[src/rtl/core/jcq_pkg.sv]
package jcq_pkg;

  localparam int BLOCK_SIDE       = 8;
  localparam int BLOCK_CELLS      = BLOCK_SIDE * BLOCK_SIDE;
  localparam int POS_BITS         = $clog2(BLOCK_CELLS);
  localparam int COEF_BITS        = 16;
  localparam int COEF_FRAC_BITS   = 4;
  localparam int FACTOR_BITS      = 16;
  localparam int FACTOR_FRAC_BITS = 8;
  localparam int QTAB_BITS        = 7;

  localparam int MAG_BITS  = COEF_BITS;
  localparam int NUM_SHIFT = FACTOR_FRAC_BITS + 1 - COEF_FRAC_BITS;
  localparam int PROD_BITS = QTAB_BITS + FACTOR_BITS;
  localparam int NUM_BITS  =
    ((MAG_BITS + NUM_SHIFT > PROD_BITS) ? MAG_BITS + NUM_SHIFT : PROD_BITS) + 1;
  localparam int DIV_BITS  = PROD_BITS + 1;
  localparam int REM_BITS  = DIV_BITS;
  localparam int QUO_BITS  = MAG_BITS - 1 + NUM_SHIFT;
  localparam int LATENCY   = QUO_BITS + 3;

  localparam logic [FACTOR_BITS-1:0] FACTOR_RESET = FACTOR_BITS'(1 << FACTOR_FRAC_BITS);
  localparam logic [FACTOR_BITS-1:0] FACTOR_MIN   = FACTOR_BITS'(1);
  localparam logic [QUO_BITS-1:0]    POS_LIMIT    = QUO_BITS'((1 << (COEF_BITS - 1)) - 1);
  localparam logic [QUO_BITS-1:0]    NEG_LIMIT    = QUO_BITS'(1 << (COEF_BITS - 1));

  localparam logic [QTAB_BITS-1:0] QTAB [2][BLOCK_CELLS] = '{
    '{
      7'd16, 7'd11, 7'd10, 7'd16, 7'd24,  7'd40,  7'd51,  7'd61,
      7'd12, 7'd12, 7'd14, 7'd19, 7'd26,  7'd58,  7'd60,  7'd55,
      7'd14, 7'd13, 7'd16, 7'd24, 7'd40,  7'd57,  7'd69,  7'd56,
      7'd14, 7'd17, 7'd22, 7'd29, 7'd51,  7'd87,  7'd80,  7'd62,
      7'd18, 7'd22, 7'd37, 7'd56, 7'd68,  7'd109, 7'd103, 7'd77,
      7'd24, 7'd35, 7'd55, 7'd64, 7'd81,  7'd104, 7'd113, 7'd92,
      7'd79, 7'd64, 7'd78, 7'd87, 7'd103, 7'd121, 7'd120, 7'd101,
      7'd72, 7'd92, 7'd95, 7'd98, 7'd112, 7'd100, 7'd103, 7'd99
    },
    '{
      7'd17, 7'd18, 7'd24, 7'd47, 7'd99, 7'd99, 7'd99, 7'd99,
      7'd18, 7'd21, 7'd26, 7'd66, 7'd99, 7'd99, 7'd99, 7'd99,
      7'd24, 7'd26, 7'd56, 7'd99, 7'd99, 7'd99, 7'd99, 7'd99,
      7'd47, 7'd66, 7'd99, 7'd99, 7'd99, 7'd99, 7'd99, 7'd99,
      7'd99, 7'd99, 7'd99, 7'd99, 7'd99, 7'd99, 7'd99, 7'd99,
      7'd99, 7'd99, 7'd99, 7'd99, 7'd99, 7'd99, 7'd99, 7'd99,
      7'd99, 7'd99, 7'd99, 7'd99, 7'd99, 7'd99, 7'd99, 7'd99,
      7'd99, 7'd99, 7'd99, 7'd99, 7'd99, 7'd99, 7'd99, 7'd99
    }
  };

  typedef struct packed {
    logic signed [COEF_BITS-1:0] coefficient;
    logic [POS_BITS-1:0]         position;
    logic                        table_select;
  } in_item_t;

  typedef struct packed {
    logic signed [COEF_BITS-1:0] quantized;
    logic [POS_BITS-1:0]         position_out;
    logic                        saturated;
  } out_item_t;

  typedef struct packed {
    logic                neg;
    logic [POS_BITS-1:0] position;
    logic [REM_BITS-1:0] rem;
    logic [DIV_BITS-1:0] divisor;
    logic [QUO_BITS-1:0] bits;
  } div_item_t;

endpackage

[src/rtl/core/jcq_front.sv]
module jcq_front (
  input  logic                            clk,
  input  logic                            rst,
  input  logic                            valid_in,
  input  jcq_pkg::in_item_t               item_in,
  input  logic [jcq_pkg::FACTOR_BITS-1:0] factor,
  output logic                            valid,
  output jcq_pkg::div_item_t              item
);

  logic                             valid1;
  logic                             neg1;
  logic [jcq_pkg::POS_BITS-1:0]     pos1;
  logic [jcq_pkg::MAG_BITS-1:0]     mag1;
  logic [jcq_pkg::PROD_BITS-1:0]    prod1;

  logic                             neg_in;
  logic [jcq_pkg::MAG_BITS-1:0]     mag_in;
  logic [jcq_pkg::QTAB_BITS-1:0]    q_in;
  logic [jcq_pkg::NUM_BITS-1:0]     num;
  jcq_pkg::div_item_t               item_next;

  assign neg_in = item_in.coefficient[jcq_pkg::COEF_BITS-1];
  assign mag_in = neg_in ? (jcq_pkg::MAG_BITS'(0) - jcq_pkg::MAG_BITS'(item_in.coefficient))
                         : jcq_pkg::MAG_BITS'(item_in.coefficient);
  assign q_in   = jcq_pkg::QTAB[item_in.table_select][item_in.position];

  always_ff @(posedge clk) begin
    if (rst) begin
      valid1 <= 1'b0;
    end else begin
      valid1 <= valid_in;
    end
    neg1  <= neg_in;
    pos1  <= item_in.position;
    mag1  <= mag_in;
    prod1 <= jcq_pkg::PROD_BITS'(q_in) * jcq_pkg::PROD_BITS'(factor);
  end

  always_comb begin
    num = (jcq_pkg::NUM_BITS'(mag1) << jcq_pkg::NUM_SHIFT) + jcq_pkg::NUM_BITS'(prod1);
    item_next.neg      = neg1;
    item_next.position = pos1;
    item_next.rem      = jcq_pkg::REM_BITS'(num >> jcq_pkg::QUO_BITS);
    item_next.divisor  = {prod1, 1'b0};
    item_next.bits     = num[jcq_pkg::QUO_BITS-1:0];
  end

  always_ff @(posedge clk) begin
    if (rst) begin
      valid <= 1'b0;
    end else begin
      valid <= valid1;
    end
    item <= item_next;
  end

endmodule

[src/rtl/core/jcq_div_stage.sv]
module jcq_div_stage (
  input  logic               clk,
  input  logic               rst,
  input  logic               valid_in,
  input  jcq_pkg::div_item_t item_in,
  output logic               valid,
  output jcq_pkg::div_item_t item
);

  logic [jcq_pkg::REM_BITS:0] trial;
  logic [jcq_pkg::REM_BITS:0] diff;
  logic                       ge;
  jcq_pkg::div_item_t         item_next;

  always_comb begin
    trial = {item_in.rem, item_in.bits[jcq_pkg::QUO_BITS-1]};
    diff  = trial - {1'b0, item_in.divisor};
    ge    = trial >= {1'b0, item_in.divisor};
    item_next      = item_in;
    item_next.rem  = ge ? diff[jcq_pkg::REM_BITS-1:0] : trial[jcq_pkg::REM_BITS-1:0];
    item_next.bits = {item_in.bits[jcq_pkg::QUO_BITS-2:0], ge};
  end

  always_ff @(posedge clk) begin
    if (rst) begin
      valid <= 1'b0;
    end else begin
      valid <= valid_in;
    end
    item <= item_next;
  end

endmodule

[src/rtl/core/jcq_round_sat.sv]
module jcq_round_sat (
  input  logic               clk,
  input  logic               rst,
  input  logic               valid_in,
  input  jcq_pkg::div_item_t item_in,
  output logic               valid,
  output jcq_pkg::out_item_t item
);

  logic [jcq_pkg::QUO_BITS-1:0]  limit;
  logic [jcq_pkg::QUO_BITS-1:0]  clipped;
  logic [jcq_pkg::COEF_BITS-1:0] mag;
  logic                          sat;
  jcq_pkg::out_item_t            item_next;

  always_comb begin
    limit   = item_in.neg ? jcq_pkg::NEG_LIMIT : jcq_pkg::POS_LIMIT;
    sat     = item_in.bits > limit;
    clipped = sat ? limit : item_in.bits;
    mag     = clipped[jcq_pkg::COEF_BITS-1:0];
    item_next.quantized    = item_in.neg ? (jcq_pkg::COEF_BITS'(0) - mag) : mag;
    item_next.position_out = item_in.position;
    item_next.saturated    = sat;
  end

  always_ff @(posedge clk) begin
    if (rst) begin
      valid <= 1'b0;
    end else begin
      valid <= valid_in;
    end
    item <= item_next;
  end

endmodule

[src/rtl/core/jpeg_coefficient_quantizer_unit.sv]
// Pipeline: a result strobes on done once the transaction accepted by start has passed all stages
// (two front stages, one divider stage per quotient bit, one rounding/saturation stage).
// Throughput: one transaction per cycle; busy is high only during reset.
// Reset: synchronous, clears all valid bits and sets quality_factor to 1.0 (256).
// The receiver cannot stall: each result is on result for exactly one cycle with done.
module jpeg_coefficient_quantizer_unit (
  input  logic                            clk,
  input  logic                            rst,
  input  logic                            start,
  output logic                            busy,
  input  jcq_pkg::in_item_t               data,
  output logic                            done,
  output jcq_pkg::out_item_t              result,
  input  logic                            quality_we,
  input  logic [jcq_pkg::FACTOR_BITS-1:0] quality_wdata
);

  logic [jcq_pkg::FACTOR_BITS-1:0] quality_factor;
  logic [jcq_pkg::FACTOR_BITS-1:0] factor;
  logic                            accept;

  logic               front_valid;
  jcq_pkg::div_item_t front_item;

  logic               stage_valid [jcq_pkg::QUO_BITS+1];
  jcq_pkg::div_item_t stage_item  [jcq_pkg::QUO_BITS+1];

  assign busy   = rst;
  assign accept = start && !busy;
  assign factor = (quality_factor == '0) ? jcq_pkg::FACTOR_MIN : quality_factor;

  always_ff @(posedge clk) begin
    if (rst) begin
      quality_factor <= jcq_pkg::FACTOR_RESET;
    end else if (quality_we) begin
      quality_factor <= quality_wdata;
    end
  end

  jcq_front u_front (
    .clk      (clk),
    .rst      (rst),
    .valid_in (accept),
    .item_in  (data),
    .factor   (factor),
    .valid    (front_valid),
    .item     (front_item)
  );

  assign stage_valid[0] = front_valid;
  assign stage_item[0]  = front_item;

  for (genvar i = 0; i < jcq_pkg::QUO_BITS; i++) begin : g_div
    jcq_div_stage u_stage (
      .clk      (clk),
      .rst      (rst),
      .valid_in (stage_valid[i]),
      .item_in  (stage_item[i]),
      .valid    (stage_valid[i+1]),
      .item     (stage_item[i+1])
    );
  end

  jcq_round_sat u_round_sat (
    .clk      (clk),
    .rst      (rst),
    .valid_in (stage_valid[jcq_pkg::QUO_BITS]),
    .item_in  (stage_item[jcq_pkg::QUO_BITS]),
    .valid    (done),
    .item     (result)
  );

  a_done_from_accept: assert property (@(posedge clk) disable iff (rst)
    done |-> $past(accept, jcq_pkg::LATENCY))
    else $error("result without an accepted transaction");

  a_sat_at_limit: assert property (@(posedge clk) disable iff (rst)
    (done && result.saturated) |->
      (result.quantized == 16'sh7FFF || result.quantized == -16'sh8000))
    else $error("saturated result not at a limit");

  a_zero_coef: assert property (@(posedge clk) disable iff (rst)
    (done && $past(accept && data.coefficient == '0, jcq_pkg::LATENCY)) |->
      (result.quantized == '0 && !result.saturated))
    else $error("zero coefficient gave nonzero result");

endmodule
[config.mk]
export PLATFORM = sky130hd
export DESIGN_NAME = jpeg_coefficient_quantizer_unit
export DESIGN_NICKNAME = d
export VERILOG_FILES = /design/src/rtl/core/jcq_pkg.sv /design/src/rtl/core/jcq_front.sv /design/src/rtl/core/jcq_div_stage.sv /design/src/rtl/core/jcq_round_sat.sv /design/src/rtl/core/jpeg_coefficient_quantizer_unit.sv
export SDC_FILE = /design/constraint.sdc
export NUM_CORES = 2
export LEC_CHECK = 0
export BUFFER_PORTS_ARGS = -buffer_cell sky130_fd_sc_hd__buf_2
export CAP_MARGIN = 20
export CORE_ASPECT_RATIO = 1.1
export CORE_MARGIN = 3
export CORE_UTILIZATION = 45
export DETAILED_ROUTE_END_ITERATION = 8
export GPL_ROUTABILITY_DRIVEN = 0
export HOLD_SLACK_MARGIN = 0.05
export PLACE_DENSITY = 0.65
export SETUP_SLACK_MARGIN = 0.3
export SYNTH_ARGS = -nofsm -noshare
export SYNTH_HDL_FRONTEND = slang
export SYNTH_SLANG_ARGS = --single-unit
[constraint.sdc]
create_clock -name clk -period 9.75 [get_ports clk]
set_clock_uncertainty 0.15 [all_clocks]
set_input_delay 0.975 -clock clk [delete_from_list [all_inputs] [get_ports clk]]
set_output_delay 0.975 -clock clk [all_outputs]
set_load 0.02 [all_outputs]
# Word-level counts from Yosys, hierarchy flattened
# Index checks and enable logic that the tools add are counted.
[totals]
register_bits = 1595
latch_bits = 0
ram_bits = 0
mem_bits_ro = 0
input_bits = 43
output_inout_bits = 25
elab_cells = 217
mem_count = 0
[op_classes]
addsub = 22
n_mul = 1
div = 0
magnitude_cmp = 23
n_eq_ne = 0
shift = 0
muxes = 30
bitwise = 2
n_reduce_logical = 3
[op_table]
columns = ["operator", "count"]
rows = [
  ["448-bit 2-to-1 mux", 2],
  ["25-bit by 24-bit greater-or-equal comparator with 1-bit output", 19],
  ["442-bit 2-to-1 mux", 1],
  ["24-bit 2-to-1 mux", 18],
  ["24-bit subtractor", 18],
  ["16-bit 2-to-1 mux", 4],
  ["7-bit binary-select mux with 6-bit select", 1],
  ["1-bit by 16-bit subtractor with 16-bit output, first input constant", 2],
  ["21-bit by 23-bit adder with 24-bit output", 1],
  ["5-bit by 24-bit greater-or-equal comparator with 1-bit output", 1],
  ["5-bit by 24-bit subtractor with 24-bit output", 1],
  ["7-bit by 16-bit multiplier with 23-bit output", 1],
  ["20-bit by 16-bit greater-than comparator with 1-bit output", 1],
  ["16-bit logical NOT", 1],
  ["15-bit 2-to-1 mux", 1],
  ["7-bit 2-to-1 mux", 2],
  ["7-bit greater-or-equal comparator, second input constant", 1],
  ["6-bit inverter with 7-bit output", 1],
  ["5-bit 2-to-1 mux", 1],
  ["2-bit greater-or-equal comparator, second input constant", 1],
  ["1-bit inverter with 2-bit output", 1],
  ["1-bit logical AND", 1],
  ["1-bit logical NOT", 1],
]

# Logic depth before layout (Yosys ltp)
[depth]
ltp_word = 8
depth_mapped = 30
mapped_depth_nobuf = 28

# Modules after synthesis
# A second synthesis with hierarchy kept.
[hier_totals]
cells_unflattened = 7386
area_unflattened_um2 = 75306.0
[by_module_without_submodules]
columns = ["mod", "instances", "cells_each", "area_each_um2", "seq_area_each_um2"]
rows = [
  ["jcq_div_stage at g_div[13].u_stage ...", 10, 321, 3310.7, 1521.5],
  ["jcq_div_stage at g_div[0].u_stage ...", 8, 297, 3191.8, 1521.5],
  ["jcq_front", 1, 894, 7976.4, 1941.9],
  ["jcq_div_stage at g_div[17].u_stage", 1, 326, 3383.2, 1521.5],
  ["jcq_div_stage at g_div[3].u_stage", 1, 328, 3159.3, 1521.5],
  ["jcq_round_sat", 1, 178, 1458.9, 480.5],
  ["jpeg_coefficient_quantizer_unit", 1, 74, 686.9, 320.3],
]

# Worst setup path before layout
# Ideal clock, no wire load.
[synth_path]
path_type = "input port to flip-flop"
from = "input port data[0] (netlist bit)"
to = "register u_front.prod1[22] (netlist bit)"
arrival_ps = 7258
slack_ps = 2221
stages = 28
n_path_buf = 3
path_cell_list = "clkbuf_1 inv_1 ha_1 clkbuf_1 inv_1 nor2_1 a32o_1 o21ai_0 o21ai_0 o21ai_1 clkbuf_1 nor2_1 fa_1 fa_1 fa_1 inv_1 fa_1 inv_1 ha_1 or4_1 o2111ai_1 a21oi_1 o41ai_1 o21ai_0 nor4_1 or3b_2 o21ai_0 xnor2_1"
[synth_between]
elab_chain_len = 8
[synth_rtl]
columns = ["item", "line_no", "text"]
rows = [
  ["start, declared", "jpeg_coefficient_quantizer_unit.sv:11", "input jcq_pkg::in_item_t data,"],
  ["1-bit inverter with 2-bit output (not written as such)", "jcq_front.sv:26", "assign q_in = jcq_pkg::QTAB[item_in.table_select][item_in.position];"],
  ["442-bit 2-to-1 mux (not written as such)", "jcq_front.sv:26", ""],
  ["448-bit 2-to-1 mux (not written as such) (2 in series)", "jcq_front.sv:26", ""],
  ["7-bit binary-select mux with 6-bit select", "jcq_front.sv:26", ""],
  ["7-bit 2-to-1 mux (not written as such) (2 in series)", "jcq_front.sv:26", ""],
  ["7-bit by 16-bit multiplier with 23-bit output", "jcq_front.sv:37", "prod1 <= jcq_pkg::PROD_BITS'(q_in) * jcq_pkg::PROD_BITS'(factor);"],
  ["end signal, assigned", "jcq_front.sv:37", ""],
  ["end, declared", "jcq_front.sv:15", "logic [jcq_pkg::PROD_BITS-1:0] prod1;"],
]
# Every way passes these cells. The select of a mux whose other input is x is not followed.
# A chain may end at the register's enable or synchronous reset.

# Final worst setup path
# Same ends and word-level chain as after synthesis.

==> results.cfg <==
[run_status]
status = finished clean

[grt]
antenna_found_initial = 1
grt_pass1_wl_um = 218000
grt_pass1_vias = 44100
grt_usage_pct = 18.5
grt_max_degree = 54
grt_overflow = 0

[finish]
drive_above_1_share_pct = 9.47
syn_to_final_growth_pct = 12.6
fin_area_mm2 = 0.0712
nets = 7149
layout_common_cells = dfxtp_1 (1501), inv_1 (691), ha_1 (523)
n_antenna_cell = 0
final_common_cell = dfxtp_1

[setup_path]
r2r_slack_ns = 3.41
cpMaxStageDelayCell = o41ai_1
cp_max_fo = 27
cpPeakStageDelay_ns = 0.63
crit_arrival_ns = 8.26
ff2ff_path_depth = 21
critPathKind = input port to flip-flop
end_kind = flip-flop
rr_endpoint = u_front.prod1[22]
cp.required_ns = 10.26
cp-start-kind = input port
r2r_start = quality_factor[1]

[sta]
finalHoldViolations = 0
fin_tns_setup_ns = 0
period_share_pct = 79.5
drv_slew = 0
max_slew.worst_pin.slew_ns = 1.05
max_freq_ghz = 0.129
slew_headroom_pct = 29.5
whs_ns = 0.140
rsz0062_at_grt = false
finalSetupViolCount = 0
period_needed_ns = 7.75

[cts]
clk_path_buf_depth = 3
h-tree-depth = 4
cts.sinks = 1501
cts_resized = 0
cts_tree = built
cts_buffers = 157
insertion_delay_ns = 0.78
cts_root_buffer = clkbuf_16
cts_setup_buffers = 0
hold_buffers = 0
clkTransAtPathRegs_ns = 0.06

[synth]
syn_area_per_cell_um2 = 9.96
async_reset_ff_share_pct = 0
synth_area_mm2 = 0.0632
synthFlopType = dfxtp_1
yosysSeqAreaShare_pct = 47.5
yosys_warnings = 0
synth_cell_types = 85
synth-edff-count = 0
synth_seq_cells = 1501
synth_cells = 6347
syn_nets = 7002

[power_and_ir_drop]
cellPowerDensity_mw_per_mm2 = 424
power_leakage_nw = 31.8
vdd_drop_max_uv = 233

[detailed_routing]
routed_wl_um = 135000
wire_per_inst_um = 16.0
route.detailed.drc = 0
viasPerCell = 5.21
num_vias = 43900
drtAntennaViolNets = 0
drt_iter0_markers = 2758
dr.pass1.iters = 7

[die]
core_mm2 = 0.139
row_count = 143
die-area_mm2 = 0.145
io_pins = 68
initial_utilization_pct = 45.5
dieHeight_um = 399
die_w_um = 363

[min_path]
min_to = g_div[6].u_stage.item[71]
whs_path_depth = 0
hold_path_class = flip-flop to flip-flop
holdCritStartpoint = g_div[5].u_stage.item[71]

[placement]
post_dp_cell_area_mm2 = 0.0657
dpl.hpwl_um = 104000
port_buffers = 67

[flow_run]
cap_violations = 0
==> layout make-up <==
class                           count  area [um2]
Fill cell                       12500       67600
Multi-Input combinational cell   4049       30200
Sequential cell                  1501       30000
Clock buffer                      206        4340
Inverter                          692        2600
Tap cell                         1812        2270
Clock inverter                     82        1180
Timing Repair Buffer               93         551
==> critical path: cells and delay by family <==
kind | cells | cell delay, ns
simple gates | 5 | 1.14
xor+xnor | 1 | 0.14
buf+inv | 6 | 0.97
fa+ha+maj | 6 | 2.97
compound gates | 8 | 2.05
==> cells by family after synthesis <==
kind of cell | after synthesis | share of synthesized area, %
AOI/OAI and AO/OA | 1410 | 14.1
xor gates and xnor gates | 361 | 5.00
adders and majority gates | 612 | 13.2
buffers and inverters | 797 | 4.79
DFF | 1501 | 47.5
muxes | 260 | 4.59
and+or+nand+nor | 1406 | 10.8
==> power breakdown <==
group,leakage [nW],internal (mW),switching (mW)
Combinational,16.6,6.50,7.76
Clock,2.67,3.65,2.52
Sequential,12.5,8.49,1.27
==> registers in the layout (all words and copies together) (netlist names) <==
register / flops
u_front.mag1: 16
u_front.valid: 1
u_front.pos1: 6
u_round_sat.item: 23
u_front.item: 49
g_div.u_stage.item: 1344
g_div.u_stage.valid: 20
u_front.neg1: 1
u_front.prod1: 23
u_round_sat.valid: 1
u_front.valid1: 1
quality_factor: 16
==> metal layers <==
layer,wire length (um),part of all wire (%),GRT usage [%],vias up
met2,70400,52,35.2,891
met3,5180,3.8,3.17,358
met4,6800,5.0,9.80,0
met1,52300,39,19.4,20600
met5,0,0,0,-
li1,-,-,-,22000
==> per-stage QoR <==
| step | power (mW) | setup WS, ns | util (%) | std cells |
|---|---|---|---|---|
| finish | 30.2 | 2.00 | 51.3 | 8435 |
| global route | 32.6 | 1.44 | 51.3 | 8435 |
| CTS | 30.4 | 2.10 | 51.3 | 8435 |
| detailed placement | 24.0 | 1.26 | 47.3 | 8147 |
| global placement | 23.7 | 1.07 | 47.3 | 8145 |
| floorplan | 20.6 | 2.22 | - | 6347 |
==> cell usage after synthesis (17+ instances only) <==
cell      number  area, um2
a211oi_1      35        263
mux2_2       194       2180
nor3_1        93        465
or2_2         21        131
xnor2_1      244       2140
a21oi_1      401       2010
o21bai_1      48        360
nand2_1      362       1360
a21o_1       152       1140
nor2_1       391       1470
o211ai_1      34        255
o21ai_0      360       1800
xor2_1       117       1020
nand4_1       58        363
o31a_1        22        193
inv_1        691       2590
dfxtp_1     1501      30000
nand3_1       76        380
nand2b_1      66        413
mux2i_1       52        521
or3_1         30        188
and3_1        33        206
ha_1         523       6540
nor4_1        29        181
o21a_1        85        638
clkbuf_1      84        315
and2_1        74        463
o31ai_1       31        233
a31oi_1       51        319
fa_1          89       1780
nand3b_1      17        128
nor2b_1      104        651
==> how the worst max path moves through the flow <==
stage               startpoint                 to  cells past startpoint  slack [ns]
finish                 data[0]  u_front.prod1[22]                     26        2.00
global route           data[0]  u_front.prod1[20]                     26        1.44
CTS                    data[0]  u_front.prod1[22]                     26        2.10
detailed placement     data[0]  u_front.prod1[22]                     26        1.26
global placement       data[0]  u_front.prod1[22]                     26        1.07
floorplan              data[0]  u_front.prod1[22]                     28        2.22
Power figures use the tool's default switching activity.
